$ cat config.mk
export PLATFORM = sky130hd
export DESIGN_NAME = msb_first_bit_packer_unit
export DESIGN_NICKNAME = d
export VERILOG_FILES = /design/src/hw/rtl/mfbp_pkg.sv /design/src/hw/rtl/mfbp_front.sv /design/src/hw/rtl/mfbp_queue.sv /design/src/hw/rtl/mfbp_back.sv /design/src/hw/rtl/msb_first_bit_packer_unit.sv
export SDC_FILE = /design/constraint.sdc
export NUM_CORES = 1
export LEC_CHECK = 0
export BUFFER_PORTS_ARGS = -buffer_cell sky130_fd_sc_hd__buf_2
export CORE_ASPECT_RATIO = 1.5
export CORE_MARGIN = 2
export CORE_UTILIZATION = 55
export CTS_CLUSTER_SIZE = 8
export DETAILED_ROUTE_END_ITERATION = 8
export PLACE_DENSITY = 0.87
export SKIP_CTS_REPAIR_TIMING = 1
export SLEW_MARGIN = 20
export SYNTH_ARGS = -nofsm -noshare
export SYNTH_HDL_FRONTEND = slang
export SYNTH_SLANG_ARGS = --single-unit
$ cat constraint.sdc
create_clock -name aclk -period 5.35 [get_ports aclk]
set_input_delay 0.535 -clock aclk [delete_from_list [all_inputs] [get_ports aclk]]
set_output_delay 0.535 -clock aclk [all_outputs]
set_load 0.02 [all_outputs]
$ cat src/hw/rtl/mfbp_pkg.sv
package mfbp_pkg;

    localparam int MAX_FIELD_BITS = 64;
    localparam int WORD_BITS      = 64;
    localparam int WORD_BYTES     = WORD_BITS / 8;
    localparam int WIDTH_W        = 7;
    localparam int COUNT_W        = 6;
    localparam int BYTES_W        = 4;
    localparam int QUEUE_DEPTH    = 4;
    localparam int QPTR_W         = 2;
    localparam int QCNT_W         = QPTR_W + 1;

    localparam logic FUNC_APPEND = 1'b0;
    localparam logic FUNC_FLUSH  = 1'b1;

    // One classified item: value left aligned at the top, width saturated
    typedef struct packed {
        logic                  flush;
        logic [WORD_BITS-1:0]  bits;
        logic [WIDTH_W-1:0]    width;
    } mfbp_entry_t;

endpackage

$ cat src/hw/rtl/mfbp_front.sv
module mfbp_front
    import mfbp_pkg::*;
(
    input  logic                 in_valid,
    input  logic                 in_func,
    input  logic [63:0]          in_value,
    input  logic [WIDTH_W-1:0]   in_width,
    input  logic                 q_full,
    output logic                 in_ready,
    output logic                 push,
    output mfbp_entry_t          push_entry
);

    logic [WIDTH_W-1:0] width_sat;
    logic [WIDTH_W-1:0] shift_amt;
    logic               drop;

    always_comb begin
        if (in_width > WIDTH_W'(MAX_FIELD_BITS)) begin
            width_sat = WIDTH_W'(MAX_FIELD_BITS);
        end else begin
            width_sat = in_width;
        end
        // a zero width wraps the shift to zero; that append is dropped
        shift_amt = WIDTH_W'(WORD_BITS) - width_sat;
        drop      = (in_func == FUNC_APPEND) && (width_sat == '0);
    end

    assign in_ready = !q_full;
    assign push     = in_valid && in_ready && !drop;

    // Left-align the field; the unused high bits fall off the top
    always_comb begin
        push_entry.flush = (in_func == FUNC_FLUSH);
        push_entry.bits  = in_value << shift_amt[COUNT_W-1:0];
        push_entry.width = width_sat;
    end

endmodule

$ cat src/hw/rtl/mfbp_queue.sv
module mfbp_queue
    import mfbp_pkg::*;
(
    input  logic         aclk,
    input  logic         aresetn,
    input  logic         push,
    input  mfbp_entry_t  push_entry,
    input  logic         pop,
    output logic         full,
    output logic         not_empty,
    output mfbp_entry_t  head
);

    mfbp_entry_t        mem [QUEUE_DEPTH];
    logic [QPTR_W-1:0]  wr_ptr_reg, wr_ptr_next;
    logic [QPTR_W-1:0]  rd_ptr_reg, rd_ptr_next;
    logic [QCNT_W-1:0]  cnt_reg,    cnt_next;

    assign full      = (cnt_reg == QCNT_W'(QUEUE_DEPTH));
    assign not_empty = (cnt_reg != '0);
    assign head      = mem[rd_ptr_reg];

    always_comb begin
        wr_ptr_next = push ? wr_ptr_reg + 1'b1 : wr_ptr_reg;
        rd_ptr_next = pop  ? rd_ptr_reg + 1'b1 : rd_ptr_reg;
        cnt_next    = cnt_reg;
        if (push && !pop) begin
            cnt_next = cnt_reg + 1'b1;
        end else if (pop && !push) begin
            cnt_next = cnt_reg - 1'b1;
        end
    end

    always_ff @(posedge aclk) begin
        if (push) begin
            mem[wr_ptr_reg] <= push_entry;
        end
    end

    always_ff @(posedge aclk) begin
        if (!aresetn) begin
            wr_ptr_reg <= '0;
            rd_ptr_reg <= '0;
            cnt_reg    <= '0;
        end else begin
            wr_ptr_reg <= wr_ptr_next;
            rd_ptr_reg <= rd_ptr_next;
            cnt_reg    <= cnt_next;
        end
    end

endmodule

$ cat src/hw/rtl/mfbp_back.sv
module mfbp_back
    import mfbp_pkg::*;
(
    input  logic         aclk,
    input  logic         aresetn,
    input  logic         q_not_empty,
    input  mfbp_entry_t  q_head,
    output logic         pop,
    output logic         out_valid,
    input  logic         out_ready,
    output logic [7:0]   out_byte,
    output logic         out_last
);

    logic [WORD_BITS-1:0]   hi_reg,   hi_next;
    logic [COUNT_W-1:0]     cnt_reg,  cnt_next;
    logic [WORD_BITS-1:0]   word_reg, word_next;
    logic [BYTES_W-1:0]     left_reg, left_next;

    logic [2*WORD_BITS-1:0] merged;
    logic [WIDTH_W-1:0]     sum;
    logic [WIDTH_W-1:0]     round_up;
    logic                   emits;
    logic [WORD_BITS-1:0]   emit_word;
    logic [BYTES_W-1:0]     emit_bytes;
    logic                   emit_free;
    logic                   load;
    logic                   out_xfer;

    assign out_xfer  = out_valid && out_ready;
    assign emit_free = (left_reg == '0) || ((left_reg == BYTES_W'(1)) && out_ready);

    always_comb begin
        merged   = {hi_reg, {WORD_BITS{1'b0}}}
                 | ({q_head.bits, {WORD_BITS{1'b0}}} >> cnt_reg);
        sum      = {1'b0, cnt_reg} + q_head.width;
        round_up = {1'b0, cnt_reg} + WIDTH_W'(7);
        hi_next  = hi_reg;
        cnt_next = cnt_reg;
        emit_word  = hi_reg;
        emit_bytes = BYTES_W'(WORD_BYTES);
        if (q_head.flush) begin
            emits      = (cnt_reg != '0);
            emit_bytes = round_up[WIDTH_W-1:3];
            hi_next    = '0;
            cnt_next   = '0;
        end else begin
            emits     = sum[WIDTH_W-1];
            emit_word = merged[2*WORD_BITS-1:WORD_BITS];
            cnt_next  = sum[COUNT_W-1:0];
            if (emits) begin
                hi_next = merged[WORD_BITS-1:0];
            end else begin
                hi_next = merged[2*WORD_BITS-1:WORD_BITS];
            end
        end
        // stall only an item that needs the byte stage while it is busy
        pop  = q_not_empty && (!emits || emit_free);
        load = pop && emits;
    end

    always_comb begin
        word_next = word_reg;
        left_next = left_reg;
        if (load) begin
            word_next = emit_word;
            left_next = emit_bytes;
        end else if (out_xfer) begin
            word_next = word_reg << 8;
            left_next = left_reg - 1'b1;
        end
    end

    assign out_valid = (left_reg != '0);
    assign out_byte  = word_reg[WORD_BITS-1 -: 8];
    assign out_last  = (left_reg == BYTES_W'(1));

    always_ff @(posedge aclk) begin
        if (!aresetn) begin
            hi_reg   <= '0;
            cnt_reg  <= '0;
            left_reg <= '0;
        end else begin
            if (pop) begin
                hi_reg  <= hi_next;
                cnt_reg <= cnt_next;
            end
            left_reg <= left_next;
        end
    end

    always_ff @(posedge aclk) begin
        word_reg <= word_next;
    end

    a_load_when_free: assert property (@(posedge aclk) disable iff (!aresetn)
        load |-> ((left_reg == '0) || ((left_reg == BYTES_W'(1)) && out_ready)))
        else $error("byte stage loaded while busy");

    a_flush_clears: assert property (@(posedge aclk) disable iff (!aresetn)
        (pop && q_head.flush) |=> ((cnt_reg == '0) && (hi_reg == '0)))
        else $error("flush left bits behind");

    a_clean_tail: assert property (@(posedge aclk) disable iff (!aresetn)
        ((hi_reg & ({WORD_BITS{1'b1}} >> cnt_reg)) == '0))
        else $error("bits below the held count are not zero");

endmodule

$ cat src/hw/rtl/msb_first_bit_packer_unit.sv
// MSB-first bit packer.
// Input channel (s_*): one transfer per field. s_tuser selects the function:
// 0 appends the low field_width bits of field_value (width 1..64, larger
// widths act as 64, zero appends nothing), 1 flushes the held bits.
// Output channel (m_*): one byte per transfer, earliest bits in the MSB;
// m_tlast marks the final byte caused by one input item.
// A write that brings the held count to 64 or more sends 8 bytes; a flush
// sends ceil(count/8) bytes, zero padded, then empties the buffer.
// With the queue empty and the byte register free, an item is registered
// first into the 4-entry queue and then into the byte register before its
// first byte can transfer.
// Throughput: one item per cycle while items cause no bytes; the byte
// register sends one byte per cycle while m_tready is high, and a
// byte-causing item waits at the queue head while earlier bytes remain.
// When m_tready is low, a byte-causing item waits at the queue head once the
// byte register is busy; the 4-entry queue then fills and s_tready drops.
// Reset (aresetn low, synchronous) empties the queue, the bit buffer and
// the byte register; no bytes are pending afterwards.
module msb_first_bit_packer_unit
    import mfbp_pkg::*;
(
    input  logic        aclk,
    input  logic        aresetn,
    input  logic        s_tvalid,
    output logic        s_tready,
    input  logic [71:0] s_tdata,   // [63:0] field_value, [70:64] field_width, [71] zero
    input  logic        s_tuser,   // [0] func
    output logic        m_tvalid,
    input  logic        m_tready,
    output logic [7:0]  m_tdata,   // [7:0] out_byte
    output logic        m_tlast
);

    logic        q_full;
    logic        q_not_empty;
    logic        push;
    logic        pop;
    mfbp_entry_t push_entry;
    mfbp_entry_t q_head;

    mfbp_front u_front (
        .in_valid   (s_tvalid),
        .in_func    (s_tuser),
        .in_value   (s_tdata[63:0]),
        .in_width   (s_tdata[70:64]),
        .q_full     (q_full),
        .in_ready   (s_tready),
        .push       (push),
        .push_entry (push_entry)
    );

    mfbp_queue u_queue (
        .aclk       (aclk),
        .aresetn    (aresetn),
        .push       (push),
        .push_entry (push_entry),
        .pop        (pop),
        .full       (q_full),
        .not_empty  (q_not_empty),
        .head       (q_head)
    );

    mfbp_back u_back (
        .aclk        (aclk),
        .aresetn     (aresetn),
        .q_not_empty (q_not_empty),
        .q_head      (q_head),
        .pop         (pop),
        .out_valid   (m_tvalid),
        .out_ready   (m_tready),
        .out_byte    (m_tdata),
        .out_last    (m_tlast)
    );

endmodule
==> reports/results.txt <==
EDFF count, synth: 352
Yosys reg bits: 435
Synth Instances: 2140
# diodes: 0
Row cnt: 98
Port Buf Inserts: 86
Global route hottest layer: met2
Starting DRC count in detailed routing: 2590
Setup violators final: 0
Die Ht: 273.2 um
FILL cells: 3497
WL/cell: 30.35 um
Fin Setup TNS: 0 ps
Gp weighted congestion: 1.023
Top post-synthesis cells by count: edfxtp_1, mux2i_1, mux4_2
Status: complete, no violations
Mapped Area: 26580 um2
Syn-to-layout area delta: 10.26%
First-pass GRT wire length: 127300 um
WP data arrival: 4770 ps
Worst reg2reg path endpoint: u_back.word_reg[29]
Worst path slowest cell: nand2_2
Largest net degree at the start of global routing: 85
Largest cells by area after synthesis: edfxtp_1, mux4_2, mux2i_1, dfxtp_1, a21oi_1
Reg2Reg Setup Slack: 870 ps
HP Start: s_tuser
Top cell type by total area after synthesis: edfxtp_1
Power per Cell Area: 710.4 nW/um2
Gr ovfl total: 0
Placed Instances: 2697
Setup Skew: 31.86 ps
Terminating pin of the worst hold path: u_queue.mem[3][71]
Final Cell Area: 29300 um2
Critical path capture point type: flip-flop
Max FFs per register: 288
DRC violations left: 0
Clock input transition at the sequential cells of the worst setup and hold paths: 50 ps
Final ANT Viol Nets: 0
Hold Path Cell Cnt: 1
Hold Crit Class: in2reg
Fin util: 0.6144
Nets: 2254
Vias in the first global route: 20.14k
Max clock buf depth: 3
Syn_nets: 2233
Met2 GRT Util: 0.5716
CTS tree: built
Max cap viols: 0
GR Layer Usage met1: 0.3952
Die X: 183.5 um
Crit Path Class: reg2reg
Drt total wl: 84960 um
Rel. slew slack: 0.2496
Maximum vdd drop: 517.2 uV
Setup ws final: 865.1 ps
CP delay by family, top: simple AND/OR/NAND/NOR gates
Drt first pass iters: 7
Lkg Pwr: 10.77 nW
Setup WS pre-CTS: 1005 ps
Met3 usage: 0.04151
Clock Sinks: 435
Yosys top cell area share: 0.3977
Slew of the pin with the lowest slew margin: 1126 ps
Proportion of layout cells with a drive suffix above 1: 0.2278
Ports: 88
CP max FO: 25
Slew Viols, Final: 0
Ys async rst share: 0
CP Launch Type: flip-flop
H-tree levels: 2
Multi-input gate area: 13420 um2
RSZ-0062 raised after global routing: false
Placed instance area: 27530 um2
Synth warnings: 0
Reg2Reg Depth: 12
Area occupied by registers: 12240 um2
Initial core utilization: 0.5572
Root buffer cell: clkbuf_16
All-Layer GR Usage: 0.3400
Mean Syn Cell Area: 12.42 um2
Achievable Freq: 0.2230 GHz
Via count: 20.38k
CP peak stage delay: 580 ps
Final cell count without fillers: 2799
Worst skew pair latency: 620 ps
CTS buffer count: 60
Worst Path Required: 5640 ps
Most frequent cell after synthesis: edfxtp_1
Final HPWL DP: 59600 um
Critical path, cell by cell: mux4_2 > ha_1 > inv_1 > fa_1 > nand2b_1 > a21oi_1 > o21a_1 > o211ai_1 > and3_1 > nand2_1 > nand2_2 > buf_12
Cell variety after synth: 80
Drt via density: 7.283
Tmin final: 4485 ps
Share of the yosys chip area belonging to registers: 0.4602
CP bufs+invs: 2
Die area: 50130 um2
Core area: 47700 um2
Antenna violations before repair: 1
Final Hold Fails: 0
Final critical-path share of the clock period: 0.8383
Top FF cell, synth: edfxtp_1
Levels on crit path: 12
## worst max-delay path by stage
stage                                     end              start  slack, ps
final                     u_back.word_reg[29]          flip-flop        870
after global routing       u_back.word_reg[5]          flip-flop        640
after CTS                 u_back.word_reg[36]          flip-flop        930
after detailed placement  u_back.word_reg[36]          flip-flop       1000
after global placement    u_back.word_reg[36]          flip-flop       1160
after floorplan            u_back.word_reg[0]  u_back.cnt_reg[1]        100
## worst reg2reg max path, delay by kind of cell (launching register included)
family | cells | cell delay, ps
buffers and inverters | 2 | 400
DFF | 1 | 470
muxes | 1 | 550
adders and majority gates | 2 | 480
AOI/OAI and AO/OA | 3 | 880
and+or+nand+nor | 4 | 1390
## routing by layer
metal,wire (um),up-vias
met5,11,-
met2,41510,1376
met3,6199,366
met1,29230,10050
met4,8015,2
li1,-,8586
## final cells by class
type | instances | share of cell area
multi-input cells | 1474 | 0.4581
well taps | 600 | 0.02562
clock inverters | 3 | 0.002178
clock buffers | 97 | 0.05704
repair buffers | 153 | 0.03458
flip-flops and latches | 435 | 0.4177
inverters | 37 | 0.004867
## stage by stage
stage | total power [mW] | hold slack, ps
after global routing | 21.61 | 199.3
after detailed placement | 16.86 | 440.8
after CTS | 20.44 | 176.6
after global placement | 16.61 | 433.3
final | 20.82 | 205.1
after floorplan | 13.10 | 424.9
## cells by family (layout without fill, tap and decap cells)
family | Yosys count | after routing | share of synthesized area
XOR/XNOR | 15 | 15 | 0.004943
multiplexers | 477 | 477 | 0.2820
buffers and inverters | 231 | 290 | 0.03828
adder cells (fa/ha/maj) | 16 | 16 | 0.008098
flip-flops | 435 | 435 | 0.4602
AND/OR/NAND/NOR | 428 | 428 | 0.07443
AO/OA/AOI/OAI | 538 | 538 | 0.1321
## power breakdown
part | internal, mW | switching [mW]
clock | 2.11 | 1.43
combinational | 4.44 | 7.73
sequential | 4.80 | 0.303
## placed cells by master, fill, tap and decap left out, drive strengths merged, types with 7 or more instances in the layout
cell / netlist / routed
edfxtp: 352 / 352
mux2i: 230 / 230
mux4: 214 / 214
a21oi: 154 / 154
buf: 83 / 153
nor2: 132 / 132
o21ai: 131 / 131
nand2: 128 / 128
clkbuf: 111 / 97
dfxtp: 83 / 83
nor3: 37 / 37
inv: 32 / 35
o22ai: 34 / 34
mux2: 33 / 33
a211oi: 29 / 29
nand3: 25 / 25
and3: 22 / 22
nor2b: 20 / 20
a311oi: 19 / 19
and2: 18 / 18
o211ai: 15 / 15
a2bb2oi: 14 / 14
ha: 14 / 14
a221oi: 13 / 13
a31oi: 13 / 13
a22o: 12 / 12
o221ai: 12 / 12
nand2b: 12 / 12
xnor2: 11 / 11
o21a: 10 / 10
o2bb2ai: 10 / 10
or2: 10 / 10
nor4: 9 / 9
a221o: 8 / 8
o22a: 8 / 8
or3: 7 / 7
(Power assumes the default switching activity.)
